--- src/bgi_pkg.sv ---
`timescale 1ns / 1ps
`default_nettype none
package bgi_pkg;

  localparam int VAL_W   = 32;
  localparam int IDX_W   = 6;
  localparam int PTS_W   = 7;
  localparam int ADDR_W  = 2 * IDX_W;

  // Serial multiplier: 64-bit multiplicand, 32-bit multiplier.
  localparam int MCAND_W = 64;
  localparam int MPLR_W  = 32;
  localparam int PROD_W  = MCAND_W + MPLR_W;

  // Serial divider: 97-bit numerator magnitude, 64-bit divisor.
  localparam int NUM_W   = 97;
  localparam int DEN_W   = 64;
  localparam int ACC_W   = NUM_W + 1;

  localparam logic [1:0] REQ_LOAD_X = 2'd0;
  localparam logic [1:0] REQ_LOAD_Y = 2'd1;
  localparam logic [1:0] REQ_LOAD_T = 2'd2;
  localparam logic [1:0] REQ_QUERY  = 2'd3;

  localparam logic [1:0] ST_INSIDE  = 2'd0;
  localparam logic [1:0] ST_CLAMPED = 2'd1;
  localparam logic [1:0] ST_ZERO    = 2'd2;
  localparam logic [1:0] ST_SAT     = 2'd3;

  localparam logic CFG_X_POINTS = 1'b0;
  localparam logic CFG_Y_POINTS = 1'b1;

  localparam logic [PTS_W-1:0] PTS_MIN = 7'd2;
  localparam logic [PTS_W-1:0] PTS_MAX = 7'd64;

  typedef struct packed {
    logic                start;
    logic [MCAND_W-1:0]  mcand;
    logic [MPLR_W-1:0]   mplier;
  } mul_req_t;

  typedef struct packed {
    logic                start;
    logic [NUM_W-1:0]    num;
    logic [DEN_W-1:0]    den;
  } div_req_t;

endpackage
`default_nettype wire

--- src/bgi_serial_mul.sv ---
`timescale 1ns / 1ps
`default_nettype none
module bgi_serial_mul
  import bgi_pkg::*;
(
  input  wire logic              clk_i,
  input  wire logic              rst_ni,
  input  wire mul_req_t          req_i,
  output logic                   done_o,
  output logic [PROD_W-1:0]      prod_o
);

  logic [PROD_W-1:0]   prod_q, prod_d;
  logic [MCAND_W-1:0]  mcand_q;
  logic [4:0]          cnt_q, cnt_d;
  logic                active_q, active_d;
  logic                done_q, done_d;
  logic [MCAND_W:0]    sum;

  // One multiplier bit per cycle: add the multiplicand into the upper half and shift right.
  always_comb begin
    sum = {1'b0, prod_q[PROD_W-1:MPLR_W]} + (prod_q[0] ? {1'b0, mcand_q} : '0);
    prod_d   = prod_q;
    cnt_d    = cnt_q;
    active_d = active_q;
    done_d   = 1'b0;
    if (req_i.start) begin
      prod_d   = {{MCAND_W{1'b0}}, req_i.mplier};
      cnt_d    = '0;
      active_d = 1'b1;
    end else if (active_q) begin
      prod_d = {sum, prod_q[MPLR_W-1:1]};
      cnt_d  = cnt_q + 5'd1;
      if (cnt_q == 5'(MPLR_W - 1)) begin
        active_d = 1'b0;
        done_d   = 1'b1;
      end
    end
  end

  always_ff @(posedge clk_i or negedge rst_ni) begin
    if (!rst_ni) begin
      active_q <= 1'b0;
      done_q   <= 1'b0;
      cnt_q    <= '0;
    end else begin
      active_q <= active_d;
      done_q   <= done_d;
      cnt_q    <= cnt_d;
    end
  end

  always_ff @(posedge clk_i) begin
    prod_q <= prod_d;
    if (req_i.start) begin
      mcand_q <= req_i.mcand;
    end
  end

  assign done_o = done_q;
  assign prod_o = prod_q;

  a_no_restart: assert property (@(posedge clk_i) disable iff (!rst_ni)
    req_i.start |-> !active_q) else $error("multiplier restarted while running");
  a_done_after_run: assert property (@(posedge clk_i) disable iff (!rst_ni)
    done_q |-> $past(active_q)) else $error("multiplier done without a run");

endmodule
`default_nettype wire

--- config.mk ---
export PLATFORM = sky130hd
export DESIGN_NAME = bgi_serial_mul
export DESIGN_NICKNAME = d
export VERILOG_FILES = /design/src/bgi_pkg.sv /design/src/bgi_serial_mul.sv
export SDC_FILE = /design/constraint.sdc
export NUM_CORES = 1
export LEC_CHECK = 0
export BUFFER_PORTS_ARGS = -buffer_cell sky130_fd_sc_hd__buf_4
export CAP_MARGIN = 20
export CORE_ASPECT_RATIO = 0.6
export CORE_MARGIN = 1
export CORE_UTILIZATION = 40
export CTS_CLUSTER_SIZE = 24
export DETAILED_ROUTE_END_ITERATION = 6
export GPL_TIMING_DRIVEN = 0
export PLACE_DENSITY = 0.71
export SKIP_CTS_REPAIR_TIMING = 1
export SLEW_MARGIN = 10
export SYNTH_ARGS = -nofsm -noshare
export SYNTH_HDL_FRONTEND = slang
export SYNTH_SLANG_ARGS = --single-unit
export TNS_END_PERCENT = 50
--- constraint.sdc ---
create_clock -name clk_i -period 4.6 [get_ports clk_i]
set_clock_uncertainty 0.2 [all_clocks]
set_input_delay 1.15 -clock clk_i [delete_from_list [all_inputs] [get_ports clk_i]]
set_output_delay 1.15 -clock clk_i [all_outputs]
set_load 0.02 [all_outputs]
Yosys cells after proc, flatten, opt, wreduce, memory -nomap -nowiden

Cells that the tools add are included.
Widths: inputs -> output; s select.

Add/sub/neg operators: 2
Eq/ne operators: 1
Mux-type cells: 11
Reductions and logical operators: 1

Operator list:

| kind                | count |
|---|---|
| $add 64x64->65      | 1 |
| $mux 32             | 2 |
| $mux 64             | 1 |
| $mux 5              | 2 |
| $mux 1              | 6 |
| $add 5x1->5 const B | 1 |
| $eq 5x5->1 const B  | 1 |
| $reduce_bool 2->1   | 1 |

Bits in registers: 167
Input bits: 99
Output and inout bits: 97
Word-level logic and storage cells: 21

Depth between registers and ports, before layout

Gate-level depths: netlist of run 1.

Depth in word-level cells: 4
Depth in mapped cells: 15
Mapped depth without buffers: 13

Worst setup path after synthesis of run 1

Ideal clock, no wire load.

Path kind: register to register
Start: register prod_q[0] (netlist: prod_o[0])
End: register prod_q[89] (netlist: prod_o[89])
Library setup time: 126 ps
Arrival time: 3,521 ps
Required time: 4,274 ps
Setup slack: 754 ps
Stages on the path, launching flop included: 16
Buffers on the path: 2
Clock period less this slack: 3,846 ps
Cells stage by stage: edfxtp_1 clkbuf_1 clkbuf_1 and2_1 ha_1 fa_1 a21o_1 nand4_1 a2111oi_0 or4b_1 a211oi_2 o21a_4 o21ai_4 a41oi_1 xor2_1 o21ai_1

Longest elaborated chain between the ends: 2

RTL lines:

| what                   | RTL line             | source |
|---|---|---|
| from (decl)            | bgi_serial_mul.sv:13 | `logic [PROD_W-1:0] prod_q, prod_d;` |
| from (signal assigned) | bgi_serial_mul.sv:54 | `prod_q <= prod_d;` |
| $mux 64                | bgi_serial_mul.sv:22 | `sum = {1'b0, prod_q[PROD_W-1:MPLR_W]} + (prod_q[0] ? {1'b0, mcand_q} : '0);` |
| $add 64x64->65         | bgi_serial_mul.sv:22 |  |

No other way between the ends.
A chain may end at the register's enable or synchronous reset.

Final worst setup path of run 1

Start: register prod_q[0] (netlist: prod_o[0])
End: register prod_q[83] (netlist: prod_o[83])

Same word-level chain as after synthesis.

==> impl_results.md, run 1 <==
* Comb pwr share at 0.386
* Final Net Count at 1351
* Top cell type's share of synthesized area at 0.293
* Hold WS at 0.284 ns
* Worst-skew pair later-pin latency at 0.44 ns
* Total global routing overflow at 0
* CP most frequent cell: a21o_1
* Placer Congestion at 0.916
* Critical setup path kind: reg -> reg
* Via count at around 8100
* Leak pwr at 0.00557 uW
* PD cells at ~450 mW/mm2
* Fin cells at 1513
* Post-synth top flop: edfxtp_1
* Share of cells above drive strength 1 at 0.232
* DP HPWL at 20900 um
* Slowest-stage cell, CP: a21boi_0
* Final Hold Fails at 0
* Setup ws final at 0.186 ns
* Max Slew Vio Count at 0
* Hold Crit Class: reg -> reg
* R2r worst-path depth at 14
* Post-Syn Area per Cell at 10.1 um2
* Crit path cell chain: buf_4, clkbuf_1, and2_1, ha_1, a21o_1, a21o_1, a221oi_2, or2b_1, a31oi_1, o21ai_1, a21boi_0, o31ai_1, xnor2_1, o21ai_0
* Net switching power figure at ~2100 uW
* Number of CTS-inserted buffers at 17
* Post-route ant nets at 0
* Internal power at between 3000 and 4000 uW
* Hold Path Stages at 2
* Pin count of the biggest net entering global routing at 66
* Clk pwr share at 0.248
* Register area share after synthesis at 0.442
* Initial core utilization at 0.417
* Final setup vio count at 0
* Sequential share of power at 0.365
* CP Launch Type: register
* CP max FO at 10
* Synth area leader: edfxtp_1
* Top cells by area, synth: edfxtp_1 29%, dfxtp_1 13%, ha_1 8.4%, and2_1 4.3%, a21o_1 3.7%
* Net Sw Frac at 0.374
* RSZ-0062 raised after global routing: no
* Ys async rst share at 0.0419
* Slew HR at 0.412
* Max clock buf depth at 2
* DRC viols at 0
* H-tree levels at 4
* Largest delay share family, worst path: compound AO/OA/AOI/OAI gates
* Setup crit end kind: register
* Mapped Cells at around 970
* Net Count, Synth at around 1100
* Vias in the first global route at 7829
* Unique masters post-synth at 72
* ANT cells at 0
* Die extent in x at 204 um
* Post-synth EDFFs at 96
* 1st-iter DRT viols at 586
* P&R area growth vs syn at 25.2%
* Buf/Inv on CP at 2
* Synthesized cell area at 0.00982 mm2
* CTS Sinks at 167
* Max cap viols at 0
* CTS tree: yes
* DR vias/cell at 5.38
* Placed cells at around 1500
* Root buf cell: clkbuf_16
* I/O Buffers at approximately 200
* Max IR drop VDD at 0.285 mV
* Clk slew on worst S/H paths at 0.06 ns
* YS warnings at 0
* Min Tclk post-route at 4.41 ns
* Die height at 123 um
* Post-Route WL at 27200 um
* First-pass GRT wire length at ~43000 um
* CP Data Required Time at between 4 and 5 ns
* DR WL/cell at 18.0 um
* Area of the die at 0.0252 mm2
* Period Utilization, post-route at 0.960
* Register bit total from synthesis at roughly 170
* Top-Level Pins at 196
* WP data arrival at 4.52 ns
* Global Route Usage Sum at 0.221
* DRT Pass-1 Iters at 5
* Critical path's largest stage delay at 0.57 ns
* # rows at between 40 and 50
* Post-Place Setup Slack at -0.540 ns
* Filler Cell Count at between 2000 and 2500
* Worst Tran Pin Value at 0.881 ns
* Fmax at 227 MHz
* Status: completed
* Initial antenna violation count at 0
* WP depth at 14
* Core area at 0.0236 mm2
placed cells by master, fill, tap and decap left out, types with 26 or more instances in the layout:
master / Yosys / layout
mux2_2: 32 / 32
mux2i_1: 32 / 32
edfxtp_1: 96 / 96
ha_1: 66 / 66
a21oi_1: 61 / 61
xor2_1: 26 / 26
o21ai_0: 49 / 48
dfxtp_1: 64 / 64
nor2_1: 69 / 69
a21o_1: 48 / 48
xnor2_1: 34 / 34
and2_1: 68 / 68
clkbuf_1: 44 / 45
buf_4: 0 / 198
nand2_1: 78 / 78
synth_stat cells (14+ instances only):
cell and instances:
edfxtp_1 96, nand2_1 78, nor2_1 69, and2_1 68, ha_1 66, dfxtp_1 64
a21oi_1 61, o21ai_0 49, a21o_1 48, clkbuf_1 44, xnor2_1 34, mux2_2 32
mux2i_1 32, xor2_1 26, nand4_1 24, inv_1 17, o21a_1 14
per-stage QoR:
step / power, uW / setup TNS, ns / cell area, um2 / utilization
floorplan: 3430 / 0 / 9820 / -
global placement: 4140 / -2.26 / 11700 / 0.496
detailed placement: 4170 / -2.28 / 11700 / 0.497
CTS: 5570 / -2.91 / 12300 / 0.520
global route: 5890 / 0 / 12300 / 0.522
finish: 5560 / 0 / 12300 / 0.522
worst register-to-register path: cells and delay by family, from the launching register on:
family / cells / cell delay (ns)
fa+ha+maj: 1 / 0.34
xor+xnor: 1 / 0.16
compound gates: 8 / 2.20
simple gates: 2 / 0.51
buf+inv: 2 / 0.37
flops: 1 / 0.49
cells by family (layout without fill, tap and decap cells):
logic type      Yosys count  count (layout)  synth area share
simple gates            292             292             0.149
compound gates          250             250             0.173
flops                   167             167             0.442
fa+ha+maj                67              67            0.0861
buf+inv                  67             297            0.0261
mux                      65              65            0.0704
xor+xnor                 60              60            0.0535
sequential cells by signal (all words and copies together) (netlist names):
signal,count
prod_o,96
mcand_q,64
cnt_q,5
active_q,1
done_o,1
path summary, 6_finish.rpt:
| path | startpoint | to | slack [ns] |
|---|---|---|---|
| max | prod_o[0] | prod_o[83] | 0.19 |
| min | prod_o[86] | prod_o[86] | 0.28 |
| max reg2reg | prod_o[0] | prod_o[83] | 0.19 |
| min reg2reg | prod_o[86] | prod_o[86] | 0.28 |
| max in group asynchronous | rst_ni | cnt_q[2] | 3.77 |
| min in group asynchronous | rst_ni | cnt_q[3] | 0.30 |
routing by layer:
| metal | track usage | wire, um |
|---|---|---|
| met1 | 0.321 | 13800 |
| met2 | 0.300 | 10700 |
| met3 | 0.0735 | 2300 |
| met4 | 0.0812 | 457 |
| met5 | 0 | 0 |
power by group through the flow:
stage               Sequential, uW  Clock [uW]  Combinational (uW)
floorplan                     2230           0                1190
global placement              2050           0                2090
detailed placement            2060           0                2110
CTS                           2030        1410                2130
global route                  2060        1470                2360
finish                        2030        1380                2150
area by class of cell:
class | instances | area, um2 | share of cell area
repair buffers | 199 | 1510 | 0.123
inverters | 17 | 63.8 | 0.00519
well taps | 315 | 394 | 0.0320
clock buffers | 19 | 433 | 0.0352
plain buffers | 49 | 189 | 0.0154
flip-flops and latches | 167 | 4340 | 0.353
multi-input cells | 734 | 5250 | 0.426
clock inverters | 13 | 120 | 0.00977
Note: power is estimated with default switching activity, not from simulation.
==> run 2, diff against run 1 <==
Settings changed: ABC_AREA from default to 1, PLACE_DENSITY 0.71 to 0.7.
==> run 2 against run 1 <==
Compared with the run above: routed wire length grew 51%; register-to-register slack gained 0.37 ns; sequential cell count is the same; clock power grew 7%; critical endpoint is now prod_o[91].
==> impl_results.md, run 2 <==
* Status: completed
* RSZ-0062 raised after global routing: no
* Final Hold Fails at 0
* Top cell type's share of synthesized area at 0.264
* FF-to-FF Start: prod_o[0]
* Sequential cell area at 0.00434 mm2
* CP max FO at 10
* Reg2reg setup slack at 0.56 ns
* # rows at 48
* DRT Pass-1 Iters at 5
* Die extent in x at between 200 and 250 um
* Most frequent cells in the layout: 843 x nand2_1, 379 x inv_1, 195 x buf_4
* P&R area growth vs syn at 21.7%
* Root buf cell: clkbuf_16
* Post-synth top flop: edfxtp_1
* Pin count of the biggest net entering global routing at 68
* R2r worst-path depth at 19
* Count leader, synth: nand2_1
* Post-route ant nets at 0
* Final Net Count at 2264
* Fmax at 247 MHz
* Max cap viols at 0
* Via count at roughly 12000
* Mapped Cells at 1883
* RR Endpoint: prod_o[91]
* Synth area leader: nand2_1
* Area of the die at ~0.031 mm2
* Post-Route WL at 41100 um
* YS warnings at 0
* Setup TNS at 0 ns
* Hold Crit Class: in -> async
* Min Tclk post-route at approximately 4 ns
* DR vias/cell at 4.73
* DRC viols at 0
* Placed cells at 2479
* Worst Tran Pin Value at a little under 1 ns
* Setup crit end kind: register
* WP data arrival at 4.19 ns
* Initial antenna violation count at 0
* Placer Congestion at between 0.9 and 1
* Fin cells at 2511
* Post-Syn Area per Cell at 6.36 um2
* Initial core utilization at 0.412
* Slew HR at 0.347
* Worst-skew pair later-pin latency at between 0.4 and 0.5 ns
* Period Utilization, post-route at 0.878
* Net Count, Synth at 2049
* Core area at 0.0291 mm2
* Most common cell after layout, fill and taps aside: nand2_1
* Max FFs per register at 96
* Post-synth EDFFs at 96
* Synthesized cell area at about 0.012 mm2
* Final setup vio count at 0
* I/O Buffers at 195
* Filler Cell Count at slightly above 3000
* Share of cells above drive strength 1 at 0.146
* CP Launch Type: register
* Critical setup path kind: reg -> reg
* CTS tree: yes
* Vias in the first global route at 10900
* Synth cell count leaders: 843 x nand2_1, 379 x inv_1, 107 x nor2_1
* Die height at 136 um
* First-pass GRT wire length at about 62000 um
* 1st-iter DRT viols at around 1100
* Ys async rst share at 0.0419
* Total global routing overflow at 0
* Max IR drop VDD at about 0.26 mV
* Unique masters post-synth at 37
* Max Slew Vio Count at 0
* Register bit total from synthesis at 167
* DR WL/cell at 16.4 um
* CP Data Required Time at 4.75 ns
* Footprint of the multi-input gates at 0.00605 mm2
* Clk slew on worst S/H paths at 0.08 ns
* CTS Sinks at 167
* Global Route Usage Sum at 0.274
* Register area share after synthesis at 0.362
* Number of CTS-inserted buffers at 17
* Top-Level Pins at a little under 200
* Leak pwr at 0.00845 uW
* Max clock buf depth at 2
* DP HPWL at 34100 um
* PD cells at around 330 mW/mm2
* ANT cells at 0
* H-tree levels at 4
* Top cells by area, synth: nand2_1 26%, edfxtp_1 24%, inv_1 12%, dfxtp_1 11%, ha_1 6.9%
[run 2: cell types whose count changed after synthesis, sizes merged, moves of 23 or more]
| cell | before | now |
|---|---|---|
| nand2 | 78 | 867 |
| inv | 17 | 392 |
| and2 | 69 | 2 |
| nand3 | 6 | 70 |
| nor2 | 69 | 126 |
| a21o | 48 | 0 |
| mux2 | 33 | 0 |
| mux2i | 32 | 0 |
| xnor2 | 34 | 3 |
| xor2 | 26 | 0 |
| clkbuf | 44 | 21 |
[run 2: cells by family (layout without fill, tap and decap cells)]
family | count (synthesis) | after routing | synth area share
flip-flops | 167 | 167 | 0.362
AO/OA/AOI/OAI | 120 | 120 | 0.0545
AND/OR/NAND/NOR | 1102 | 1102 | 0.377
buffers and inverters | 424 | 652 | 0.133
XOR/XNOR | 3 | 3 | 0.00219
adder cells (fa/ha/maj) | 67 | 67 | 0.0706
[run 2: worst max path at each step]
stage                     startpoint          to
after global routing       prod_o[0]  prod_o[91]
after global placement     prod_o[0]  prod_o[91]
after floorplan            prod_o[0]  prod_o[91]
after CTS                  prod_o[0]  prod_o[91]
final                      prod_o[0]  prod_o[91]
after detailed placement   prod_o[0]  prod_o[91]
[run 2: worst max-delay path, cell delays in order, from the launching register on]
cell	delay (ns)
edfxtp_1	0.38
clkbuf_2	0.41
clkbuf_1	0.59
nand2_1	0.22
inv_1	0.11
ha_1	0.23
fa_1	0.31
nand3_1	0.10
nand3_1	0.17
nand2_1	0.09
nand2_2	0.12
nand2_1	0.08
nand2_2	0.09
nand2_1	0.08
nand2_2	0.19
nand2_1	0.24
nand2_1	0.11
nand2_1	0.05
nand3_1	0.08
nand2_1	0.07
[run 2: metrics by stage]
step                utilization  cell area (um2)  power [uW]  setup WS [ns]  hold WS (ns)
floorplan                     -            12000        2760           1.79         0.286
global placement          0.480            13900        3320          0.319         0.263
detailed placement        0.481            14000        3340          0.338         0.264
CTS                       0.501            14600        4830          0.287         0.264
global route              0.501            14600        5060          0.308         0.271
finish                    0.501            14600        4810          0.560         0.276
[run 2: area by class of cell]
type	instances	area share
well taps	400	0.0343
flip-flops and latches	167	0.298
repair buffers	196	0.102
inverters	397	0.102
clock buffers	17	0.0292
clock inverters	15	0.0123
multi-input cells	1292	0.415
plain buffers	27	0.00721
[run 2: power by group]
| part | switching, uW | leakage, uW | internal (uW) |
|---|---|---|---|
| clock | 744 | 0.000293 | 735 |
| sequential | 124 | 0.00160 | 1760 |
| combinational | 940 | 0.00656 | 514 |
[run 2: layer usage]
| layer | routed length [um] | part of all wire | global-route usage |
|---|---|---|---|
| met1 | 21900 | 0.53 | 0.436 |
| met4 | 253 | 0.0061 | 0.0457 |
| met5 | 0 | 0 | 0 |
| met2 | 14700 | 0.36 | 0.348 |
| met3 | 4280 | 0.10 | 0.0862 |
