===== config.mk =====
export PLATFORM = sky130hd
export DESIGN_NAME = bgi_serial_div
export DESIGN_NICKNAME = d
export VERILOG_FILES = /design/src/bgi_pkg.sv /design/src/bgi_serial_div.sv
export SDC_FILE = /design/constraint.sdc
export NUM_CORES = 1
export LEC_CHECK = 0
export BUFFER_PORTS_ARGS = -buffer_cell sky130_fd_sc_hd__buf_4
export CORE_MARGIN = 8
export CORE_UTILIZATION = 61
export CTS_BUF_LIST = sky130_fd_sc_hd__clkbuf_4
export DETAILED_ROUTE_END_ITERATION = 8
export PLACE_DENSITY = 0.95
export RECOVER_POWER = 25
export REMOVE_ABC_BUFFERS = 1
export SLEW_MARGIN = 0
export SYNTH_ARGS = -nofsm -noshare
export SYNTH_HDL_FRONTEND = slang
export SYNTH_SLANG_ARGS = --single-unit
export TNS_END_PERCENT = 50

===== constraint.sdc =====
create_clock -name clk_i -period 5.4 [get_ports clk_i]
set_input_delay 1.35 -clock clk_i [delete_from_list [all_inputs] [get_ports clk_i]]
set_output_delay 1.35 -clock clk_i [all_outputs]
set_load 0.05 [all_outputs]

===== src/bgi_pkg.sv =====
`timescale 1ns / 1ps
`default_nettype none
package bgi_pkg;

  localparam int VAL_W   = 32;
  localparam int IDX_W   = 6;
  localparam int PTS_W   = 7;
  localparam int ADDR_W  = 2 * IDX_W;

  // Serial multiplier: 64-bit multiplicand, 32-bit multiplier.
  localparam int MCAND_W = 64;
  localparam int MPLR_W  = 32;
  localparam int PROD_W  = MCAND_W + MPLR_W;

  // Serial divider: 97-bit numerator magnitude, 64-bit divisor.
  localparam int NUM_W   = 97;
  localparam int DEN_W   = 64;
  localparam int ACC_W   = NUM_W + 1;

  localparam logic [1:0] REQ_LOAD_X = 2'd0;
  localparam logic [1:0] REQ_LOAD_Y = 2'd1;
  localparam logic [1:0] REQ_LOAD_T = 2'd2;
  localparam logic [1:0] REQ_QUERY  = 2'd3;

  localparam logic [1:0] ST_INSIDE  = 2'd0;
  localparam logic [1:0] ST_CLAMPED = 2'd1;
  localparam logic [1:0] ST_ZERO    = 2'd2;
  localparam logic [1:0] ST_SAT     = 2'd3;

  localparam logic CFG_X_POINTS = 1'b0;
  localparam logic CFG_Y_POINTS = 1'b1;

  localparam logic [PTS_W-1:0] PTS_MIN = 7'd2;
  localparam logic [PTS_W-1:0] PTS_MAX = 7'd64;

  typedef struct packed {
    logic                start;
    logic [MCAND_W-1:0]  mcand;
    logic [MPLR_W-1:0]   mplier;
  } mul_req_t;

  typedef struct packed {
    logic                start;
    logic [NUM_W-1:0]    num;
    logic [DEN_W-1:0]    den;
  } div_req_t;

endpackage
`default_nettype wire


===== src/bgi_serial_div.sv =====
`timescale 1ns / 1ps
`default_nettype none
module bgi_serial_div
  import bgi_pkg::*;
(
  input  wire logic              clk_i,
  input  wire logic              rst_ni,
  input  wire div_req_t          req_i,
  output logic                   done_o,
  output logic [NUM_W-1:0]       quot_o
);

  logic [DEN_W+NUM_W-1:0] rq_q, rq_d;
  logic [DEN_W-1:0]       den_q;
  logic [6:0]             cnt_q, cnt_d;
  logic                   active_q, active_d;
  logic                   done_q, done_d;
  logic [DEN_W:0]         trial;
  logic                   ge;
  logic [DEN_W:0]         diff;

  // Restoring division, one quotient bit per cycle; the quotient shifts in below the remainder.
  always_comb begin
    trial    = rq_q[DEN_W+NUM_W-1:NUM_W-1];
    ge       = trial >= {1'b0, den_q};
    diff     = trial - {1'b0, den_q};
    rq_d     = rq_q;
    cnt_d    = cnt_q;
    active_d = active_q;
    done_d   = 1'b0;
    if (req_i.start) begin
      rq_d     = {{DEN_W{1'b0}}, req_i.num};
      cnt_d    = '0;
      active_d = 1'b1;
    end else if (active_q) begin
      rq_d  = {(ge ? diff[DEN_W-1:0] : trial[DEN_W-1:0]), rq_q[NUM_W-2:0], ge};
      cnt_d = cnt_q + 7'd1;
      if (cnt_q == 7'(NUM_W - 1)) begin
        active_d = 1'b0;
        done_d   = 1'b1;
      end
    end
  end

  always_ff @(posedge clk_i or negedge rst_ni) begin
    if (!rst_ni) begin
      active_q <= 1'b0;
      done_q   <= 1'b0;
      cnt_q    <= '0;
    end else begin
      active_q <= active_d;
      done_q   <= done_d;
      cnt_q    <= cnt_d;
    end
  end

  always_ff @(posedge clk_i) begin
    rq_q <= rq_d;
    if (req_i.start) begin
      den_q <= req_i.den;
    end
  end

  assign done_o = done_q;
  assign quot_o = rq_q[NUM_W-1:0];

  a_no_restart: assert property (@(posedge clk_i) disable iff (!rst_ni)
    req_i.start |-> !active_q) else $error("divider restarted while running");
  a_nonzero_den: assert property (@(posedge clk_i) disable iff (!rst_ni)
    req_i.start |-> req_i.den != '0) else $error("divider started with zero divisor");

endmodule
`default_nettype wire


* After elaboration in Yosys (flattened, before gate mapping) *
Index checks and enable logic that the tools add are counted.

word-level totals
  register bits after elaboration = 234
  input port bits = 164
  output and inout bits = 98
  word-level logic and storage cells = 22

cells by class
  $add $sub $neg = 2
  order comparisons = 1
  equal/unequal tests = 1
  muxes and demuxes = 11
  reductions and logical operators = 1

operators by type and width
  cell                   number
  $mux W97               2
  $ge A65 B64 Y1         1
  $mux W64               1
  $sub A64 B64 Y64       1
  $mux W7                2
  $add A7 B1 Y7 const B  1
  $eq A7 B7 Y1 const B   1
  $mux W1                6
  $reduce_bool A2 Y1     1

* Depth between registers and ports, before layout *
Gate-level depths: netlist of the first run.

  word-level depth = 4
  depth in mapped cells = 16
  mapped depth without buffers = 13

* Least setup slack after synthesis of the first run *
Ideal clock, no wire load.

  path kind = in2reg
  start point = input port req_i[161] in the netlist's numbering
  end point = register rq_q[0], enable pin
  setup time = 459 ps
  arrival = 3820 ps
  required time = 4941 ps
  path slack = 1121 ps
  stages = 3
  path buffers = 1
  cell sequence = clkbuf_1 > clkinv_1 > nand2_1

between the ends
  word-level cells in the longest chain between the ends = 1

RTL lines
  what                          line                  text
  from (decl)                   bgi_serial_div.sv:8   input wire div_req_t req_i,
  $reduce_bool A2 Y1 (no line)  --
  to (signal assigned)          bgi_serial_div.sv:58  rq_q <= rq_d;
  to (decl)                     bgi_serial_div.sv:13  logic [DEN_W+NUM_W-1:0] rq_q, rq_d;

Every way passes these cells.
A chain may end at the register's enable or synchronous reset.

* Worst setup path in the final report of the first run *
  start point = register den_q[35]
  end point = register rq_q[160]

between the ends
  word-level cells in the longest chain between the ends = 2
  elaborated cells on any way between the ends = 3
  those cells by class = add/sub: 1; order compare: 1; mux: 1

RTL lines
  what                                                       line                                        text
  from (decl)                                                bgi_serial_div.sv:14                        logic [DEN_W-1:0] den_q;
  from (signal assigned)                                     bgi_serial_div.sv:60                        den_q <= req_i.den;
  $sub A64 B64 Y64 / $ge A65 B64 Y1 (equally long branches)  bgi_serial_div.sv:26, bgi_serial_div.sv:25
  $mux W64 *                                                 bgi_serial_div.sv:36                        rq_d = {(ge ? diff[DEN_W-1:0] : trial[DEN_W-1:0]), rq_q[NUM_W-2:0], ge};

Mark *: on every way between the ends. The rest lies on a longest branch, timed or not.

==> metrics, run 1 <==
status completed; count leader, synth edfxtp_1; XOR/XNOR Fraction of Synth Area 3.78%; cell count after synthesis 1381; Finish-stage setup viols 0; WP data required 6060 ps; synthesized area 0.0141 mm2; simple logic cell fraction of the synthesized area 9.60%; worst slew pin tran 974 ps; Vias 11500; Max Transition Viols Final 0; post-synthesis compound-gate area fraction 14.8%; Port Buf Inserts 261; Synth Flop Type edfxtp_1; Synth async-reset ratio 3.85%; num ports 262; Core ar. 0.0227 mm2; HPWL after DPL 28300 um; placement row count 55; Remaining Overflow, GRT 0; Setup Skew 40.3 ps; WL/cell 21.9 um; CTS buffer count 61; leakage power 7.07 nW; die width 168 um; vias in the first global route 11700; Yosys reg bits 234; H-tree levels 2; post-synthesis mux area share 10.9%; WP data arrival 4810 ps; Fillers 1499; # Max-Cap Violations 0; gpl congestion 0.917; Syn. warnings 0; top cell type by total area after synthesis edfxtp_1; max_slew headroom 34.8%; final hold slack 503 ps; total setup buffers inserted after CTS 0; Post-Synth Adder-Cell Area 5.99%; WL final 41200 um; drt first-iter violations 762; period utilization 76.8%; final worst setup slack 1250 ps; cell area power density 488 mW/mm2; Global Route Usage Sum 27.9%; critical path capture point type flop; Layout area overhead 15.5%; kind of critical path reg2reg; clock root buffer clkbuf_4; Worst VDD drop 343 uV; most frequent cells after synthesis edfxtp_1 (161), buf_4 (104), mux2_2 (100); layout cells sized above 1 30.6%; Min Clock Period, post-route 4150 ps; ANT nets after route 0; number of gates resized after CTS 0; nets 1769; Setup WS pre-CTS 1290 ps; sequential fraction of the synthesis area 44.9%; main combinational cell family by area after synthesis compound AO/OA/AOI/OAI gates; cell depth of the worst flop-to-flop path 13; first-pass GRT wire length 62600 um; clock buffer depth 3; clk_lat worst skew 760 ps; initial antenna violation count 8; Die Footprint 0.0283 mm2; post-synthesis area per instance 10.2 um2; final design utilization 71.8%; Tightest Hold Check Type reg2reg; post-synthesis cell type count 67; CTS tree built; 1st-pass router iterations 5; hold path depth 2; Post-CTS Hold Fix Bufs 0; unrepaired setup endpoints after global routing no; count of flip-flops with a built-in enable after synthesis 161; clk sinks 234; Initial Utilization 62.2%; Total Power 7.96 mW; Synth area leaders edfxtp_1 (34%), dfxtp_1 (9.1%), mux2_2 (8.0%); pin count of the biggest net entering global routing 179; crit path launch type flop; DR vias/cell 6.10; top fanout value on the critical path 34; Hold Violations, Final 0; post-synth top area share 34.2%; Die Y 168 um; fmax 241 MHz; Residual DRC 0; clock slew at reported path FFs 70 ps
-- flip-flops by register name, indices dropped and copies added (netlist names) --
signal / cells
cnt_q: 7
active_q: 1
rq_q: 161
done_o: 1
den_q: 64
-- critical path, cell delays in order, from the launching register on --
cell	delay (ps)
edfxtp_1	320
inv_1	40
ha_1	430
nand4_1	240
nor4_1	450
o31a_1	220
o31ai_1	100
o211ai_1	310
a21oi_1	210
o21ai_4	810
buf_4	430
o21ai_0	110
a21boi_0	130
a311oi_1	280
-- cells in the final DEF, fill, tap and decap left out, types with 5 or more instances in the layout --
master / synthesis / routed
buf_4: 104 / 202
clkbuf_4: 0 / 167
edfxtp_1: 161 / 161
nor2_1: 96 / 96
mux2_2: 100 / 95
inv_1: 90 / 90
a21oi_1: 86 / 86
nand2_1: 83 / 82
ha_1: 66 / 66
o21ai_0: 64 / 64
dfxtp_1: 64 / 64
a211oi_1: 54 / 54
mux2i_1: 41 / 41
nand4_1: 34 / 34
xnor2_1: 32 / 32
xor2_1: 29 / 29
a21o_1: 23 / 23
o21bai_1: 18 / 18
nor3_1: 17 / 17
a31oi_1: 14 / 14
nand3_1: 11 / 11
or3_1: 10 / 10
clkinv_1: 1 / 10
diode_2: 0 / 9
o21a_1: 9 / 9
dfrtp_1: 9 / 8
o211ai_1: 7 / 7
nand2b_1: 6 / 6
nor4_1: 6 / 6
mux2_1: 0 / 5
and3_1: 5 / 5
o22ai_1: 5 / 5
-- cells by family (layout without fill, tap and decap cells) --
group           Yosys count  count (layout)
flops                   234             234
other cells               0               9
mux                     141             141
fa+ha+maj                67              67
simple gates            290             290
compound gates          322             322
xor+xnor                 61              61
buf+inv                 266             475
-- through the flow --
stage	std cells	area, um2	TNS (ps)
2_1_floorplan	1206	13100	-76480
3_3_place_gp	1760	15500	0
3_5_place_dp	1760	15500	0
4_1_cts	1875	16300	0
5_1_grt	1884	16300	0
6_report	1884	16300	0
-- report_power, final --
| group | internal, mW | switching [mW] |
|---|---|---|
| Sequential | 2.28 | 0.265 |
| Combinational | 1.50 | 2.24 |
| Clock | 0.856 | 0.815 |
-- final timing paths --
check / start / end / slack (ps)
max: den_q[35] / rq_q[160] / 1250
min: rq_q[134] / rq_q[134] / 500
max reg2reg: den_q[35] / rq_q[160] / 1250
min reg2reg: rq_q[134] / rq_q[134] / 500
max in group asynchronous: rst_ni / active_q / 4470
min in group asynchronous: rst_ni / cnt_q[5] / 530
-- layout make-up --
class	instances	area (um2)	share of cell area, %
multi-input combinational	881	6390	39.1
sequential	234	6340	38.9
timing repair buffer	269	2030	12.5
clock buffer	103	773	4.74
tap	285	357	2.19
inverter	91	342	2.09
clock inverter	12	55.1	0.337
antenna	9	22.5	0.138
-- metal layers --
metal,GRT usage [%],vias to the layer above,part of all wire [%]
met5,0,-,0
met4,14.2,0,4.7
met3,9.49,116,9.1
met2,49.0,579,50
met1,29.4,5485,36
li1,-,5304,-
Power figures use the tool's default switching activity.
==> inputs of run 2 (changes only) <==
- CORE_UTILIZATION: 61 -> 58
- PLACE_DENSITY: 0.95 -> 0.92
- clock period: 5.4 -> 3.95 ns (I/O delays scaled with it)
==> metrics, run 2 (synthesized netlist as in run 1, its figures left out) <==
status complete, but fails checks; failing checks max-capacitance violations, max-slew violations; leakage power 7.13 nW; clock network fraction of total power 21.9%; Critical Path, Cell by Cell inv_1 > ha_1 > fa_1 > nand2b_1 > o2bb2ai_1 > o31ai_4 > a211oi_1 > o211a_1 > o31a_1 > or4_1 > a41o_1 > a211oi_2; pin count of the biggest net entering global routing 67; clk_lat worst skew 710 ps; most frequent cells in the layout buf_4 (199), clkbuf_4 (164), edfxtp_1 (161), mux2_2 (100), nor2_1 (96); WL final 39300 um; Vias 11400; CTS tree built; final hold slack 235 ps; Global Route Usage Sum 26.1%; clock slew at reported path FFs 70 ps; CTS buffer count 68; Largest regs rq_q x161, den_q x64, cnt_q x7; fmax 271 MHz; leading cell type in the layout, fill and taps excluded buf_4; Min Clock Period, post-route 3690 ps; clock buffer depth 3; final worst setup slack 260 ps; WL/cell 20.4 um; Finish-stage setup viols 0; crit path launch type flop; drt first-iter violations 729; initial antenna violation count 3; Int Pwr 6.47 mW; Hold Violations, Final 0; sw frac 41.1%; WP data arrival 4270 ps; die width 172 um; Setup Skew 64.3 ps; Combinational Power Share 46.6%; WP data required 4530 ps; Setup WS pre-CTS 330 ps; Biggest register rq_q; Total Power 11.0 mW; DR vias/cell 5.91; layout cells sized above 1 31.0%; P_sw 4.52 mW; total setup buffers inserted after CTS 0; critical path capture point type flop; nets 1781; Core ar. 0.0241 mm2; ANT nets after route 0; worst slew pin tran 1640 ps; kind of critical path reg2reg; slowest CP cell or4_1; Port Buf Inserts 261; Die Y 172 um; Layout area overhead 16.7%; sequential power share 31.5%; top fanout value on the critical path 5; Max Transition Viols Final 30; vias in the first global route 11800; max reg flops 161; final design utilization 68.3%; Die Footprint 0.0296 mm2; placement row count 57; number of gates resized after CTS 0; unrepaired setup endpoints after global routing no; 1st-pass router iterations 7; num ports 262; period utilization 93.4%; HPWL after DPL 28400 um; Worst VDD drop 396 uV; Initial Utilization 58.6%; setup tns final 0 ps; Tightest Hold Check Type in2async; cell area power density 667 mW/mm2; Fillers 1757; Residual DRC 0; clock root buffer clkbuf_4; clk sinks 234; max_slew headroom -9.21%; # Max-Cap Violations 1; worst r2r src rq_q[96]; first-pass GRT wire length 61000 um; H-tree levels 3; gpl congestion 0.943; crit-path max cell delay 480 ps; Remaining Overflow, GRT 0; Post-CTS Hold Fix Bufs 0; Critical Path Start rq_q[96]
run 2: cell count changes in the layout (fill, tap and decap cells not counted), sizes merged:
| cell | change |
|---|---|
| clkinv | +3 |
| bufinv | +1 |
| diode | -5 |
| buf | +1 |
| inv | +2 |
| clkbuf | +4 |
run 2: layout make-up:
type                    count  area, um2  share of cell area (%)
multi-input cells         881       6390                    38.8
flip-flops and latches    234       6340                    38.5
repair buffers            274       2090                    12.7
clock buffers             103        773                    4.69
well taps                 324        405                    2.46
inverters                  91        342                    2.07
clock inverters            18        125                   0.759
diodes                      4       10.0                  0.0608
run 2: routing by layer:
| layer | track usage, % | vias up | wire length (um) |
|---|---|---|---|
| met5 | 0 | - | 0 |
| met2 | 46.3 | 535 | 20000 |
| met1 | 27.8 | 5432 | 14200 |
| met4 | 12.5 | 0 | 1530 |
| met3 | 8.52 | 121 | 3490 |
| li1 | - | 5309 | - |
run 2: through the flow:
step	cells	instance area (um2)
2_1_floorplan	1206	13100
3_3_place_gp	1804	15600
3_5_place_dp	1804	15600
4_1_cts	1925	16500
5_1_grt	1928	16500
6_report	1929	16500
run 2: worst paths after layout:
path | end | slack [ps] | cells after the start
worst max-delay path | rq_q[159] | 260 | 12
max in group asynchronous | active_q | 3320 | 1
worst min-delay path | cnt_q[2] | 230 | 1
worst min register to register | rq_q[151] | 480 | 2
worst max register to register | rq_q[159] | 260 | 12
min in group clk_i | den_q[2] | 480 | 1
run 2: critical path: cells and delay by family (launching register included):
kind,cells,cell delay (ps)
DFF,1,350
buffers and inverters,1,60
adders and majority gates,2,630
and+or+nand+nor,2,640
AOI/OAI and AO/OA,7,1910
run 2: power by group through the flow:
stage	combinational (mW)	clock [mW]	sequential (mW)
global placement	4.88	0	3.46
detailed placement	5.03	0	3.49
CTS	5.07	2.46	3.45
finish	5.13	2.40	3.46
floorplan	3.40	0	3.78
global route	5.57	2.58	3.51
==> inputs of run 3 (changes only) <==
- PLACE_DENSITY: 0.92 -> 0.9
==> metrics, run 3 (synthesized netlist as in run 1, its figures left out) <==
Finish-stage setup viols 0; first-pass GRT wire length 59800 um; WL final 38700 um; sequential power share 31.6%; vias in the first global route 11600; sw frac 40.7%; CTS tree built; Port Buf Inserts 261; placed cell count 1804; Tightest Hold Check Type in2async; leakage power 7.13 nW; Critical Path, Cell by Cell inv_1 > ha_1 > fa_1 > nand2b_1 > o2bb2ai_1 > o31ai_4 > a211oi_1 > o211a_1 > o31a_1 > or4_1 > a41o_1 > a211oi_2; Max Transition Viols Final 233; Die Footprint 0.0296 mm2; most frequent cells in the layout buf_4 (203), clkbuf_4 (167), edfxtp_1 (161), mux2_2 (100), nor2_1 (96); clock root buffer clkbuf_4; max reg flops 161; Int Pwr 6.50 mW; Initial Utilization 58.6%; P_sw 4.47 mW; Global Route Usage Sum 25.8%; DR top layer met4; # Max-Cap Violations 3; failing checks max-capacitance violations, max-slew violations; Post-CTS Hold Fix Bufs 0; ANT nets after route 0; Die Y 172 um; Residual DRC 0; Hold Violations, Final 0; gpl congestion 0.920; Remaining Overflow, GRT 0; clock slew at reported path FFs 70 ps; final worst setup slack 256 ps; met2 WL 18900 um; max_slew headroom -66.2%; Biggest register rq_q; WP data arrival 4240 ps; Fillers 1767; Layout area overhead 16.6%; Largest regs rq_q x161, den_q x64, cnt_q x7; clk sinks 234; crit path launch type flop; fmax 271 MHz; leading cell type in the layout, fill and taps excluded buf_4; Worst VDD drop 384 uV; status complete, but fails checks; CTS buffer count 67; initial antenna violation count 4; crit-path max cell delay 500 ps; unrepaired setup endpoints after global routing no; kind of critical path reg2reg; slowest CP cell or4_1; critical path capture point type flop; Finished Layout Cells 1931; Core ar. 0.0241 mm2; placement row count 57; DR vias/cell 5.86; num ports 262; clock buffer depth 3; pin count of the biggest net entering global routing 113; worst slew pin tran 2490 ps; nets 1780; clk_lat worst skew 690 ps; top fanout value on the critical path 5; clock network fraction of total power 21.9%; 1st-pass router iterations 5; die width 172 um; Vias 11300; area of the multi-input gates 0.00639 mm2; cell area power density 666 mW/mm2; H-tree levels 3; Setup Skew 70.8 ps; Min Clock Period, post-route 3690 ps; Combinational Power Share 46.5%; register area 0.00634 mm2; layout cells sized above 1 31.3%; drt first-iter violations 687; WP data required 4490 ps; Met1 Wirelength 14500 um; Met3 Routed Length 3290 um; WL/cell 20.0 um; HPWL after DPL 27900 um; Setup WS pre-CTS 298 ps; period utilization 93.5%
[run 3: changes by cell type in the layout (fill, tap and decap cells not counted), moves of 2 or more]
cell      delta
clkbuf_4     +3
clkbuf_2     -2
buf_4        +4
buf_12       -3
inv_6        -2
clkinv_2     +2
clkinv_1     -3
[run 3: area by class of cell]
cell class / instances / share of cell area, %
Clock buffer: 106 / 4.83
Clock inverter: 16 / 0.699
Antenna cell: 5 / 0.0760
Tap cell: 324 / 2.46
Sequential cell: 234 / 38.5
Timing Repair Buffer: 274 / 12.5
Inverter: 91 / 2.07
Multi-Input combinational cell: 881 / 38.8
[run 3: worst paths after layout]
kind | cells past startpoint | end | slack [ps] | from
worst max-delay path | 12 | rq_q[159] | 260 | rq_q[96]
worst min-delay path | 1 | cnt_q[0] | 260 | rst_ni
worst max register to register | 12 | rq_q[159] | 260 | rq_q[96]
worst min register to register | 2 | rq_q[152] | 490 | rq_q[152]
max in group asynchronous | 1 | active_q | 3230 | rst_ni
min in group clk_i | 1 | den_q[4] | 490 | req_i[4]
[run 3: layer usage]
metal	GRT usage (%)	up-vias
met1	28.1	5378
met3	8.68	123
met2	43.0	495
met5	0	-
met4	15.6	0
li1	-	5313
[run 3: through the flow]
| stage | util, % | hold WS, ps | setup TNS, ps | cell area, um2 | total power [mW] |
|---|---|---|---|---|---|
| finish | 68.3 | 263 | 0 | 16500 | 11.0 |
| global route | 68.3 | 265 | 0 | 16500 | 11.7 |
| CTS | 68.5 | 80.4 | 0 | 16500 | 11.0 |
| detailed placement | 64.7 | 482 | 0 | 15600 | 8.50 |
| global placement | 64.7 | 470 | 0 | 15600 | 8.36 |
| floorplan | - | 451 | -311380 | 13100 | 7.18 |
[run 3: power by group through the flow]
stage	clock network, mW	logic, mW	registers [mW]
after floorplan	0	3.40	3.78
after global placement	0	4.90	3.46
after detailed placement	0	5.01	3.49
after CTS	2.46	5.04	3.45
after global routing	2.59	5.55	3.52
final	2.40	5.10	3.47
[run 3: critical path, delay by kind of cell (launching register included)]
family	cells	cell delay [ps]
simple gates	2	650
buf+inv	1	60
fa+ha+maj	2	610
compound gates	7	1870
flops	1	360
[run 3: repair_timing]
action,4_1_cts,5_1_grt
endpoints found under the setup margin,0,1
resized for setup,0,1
setup buffers,0,0
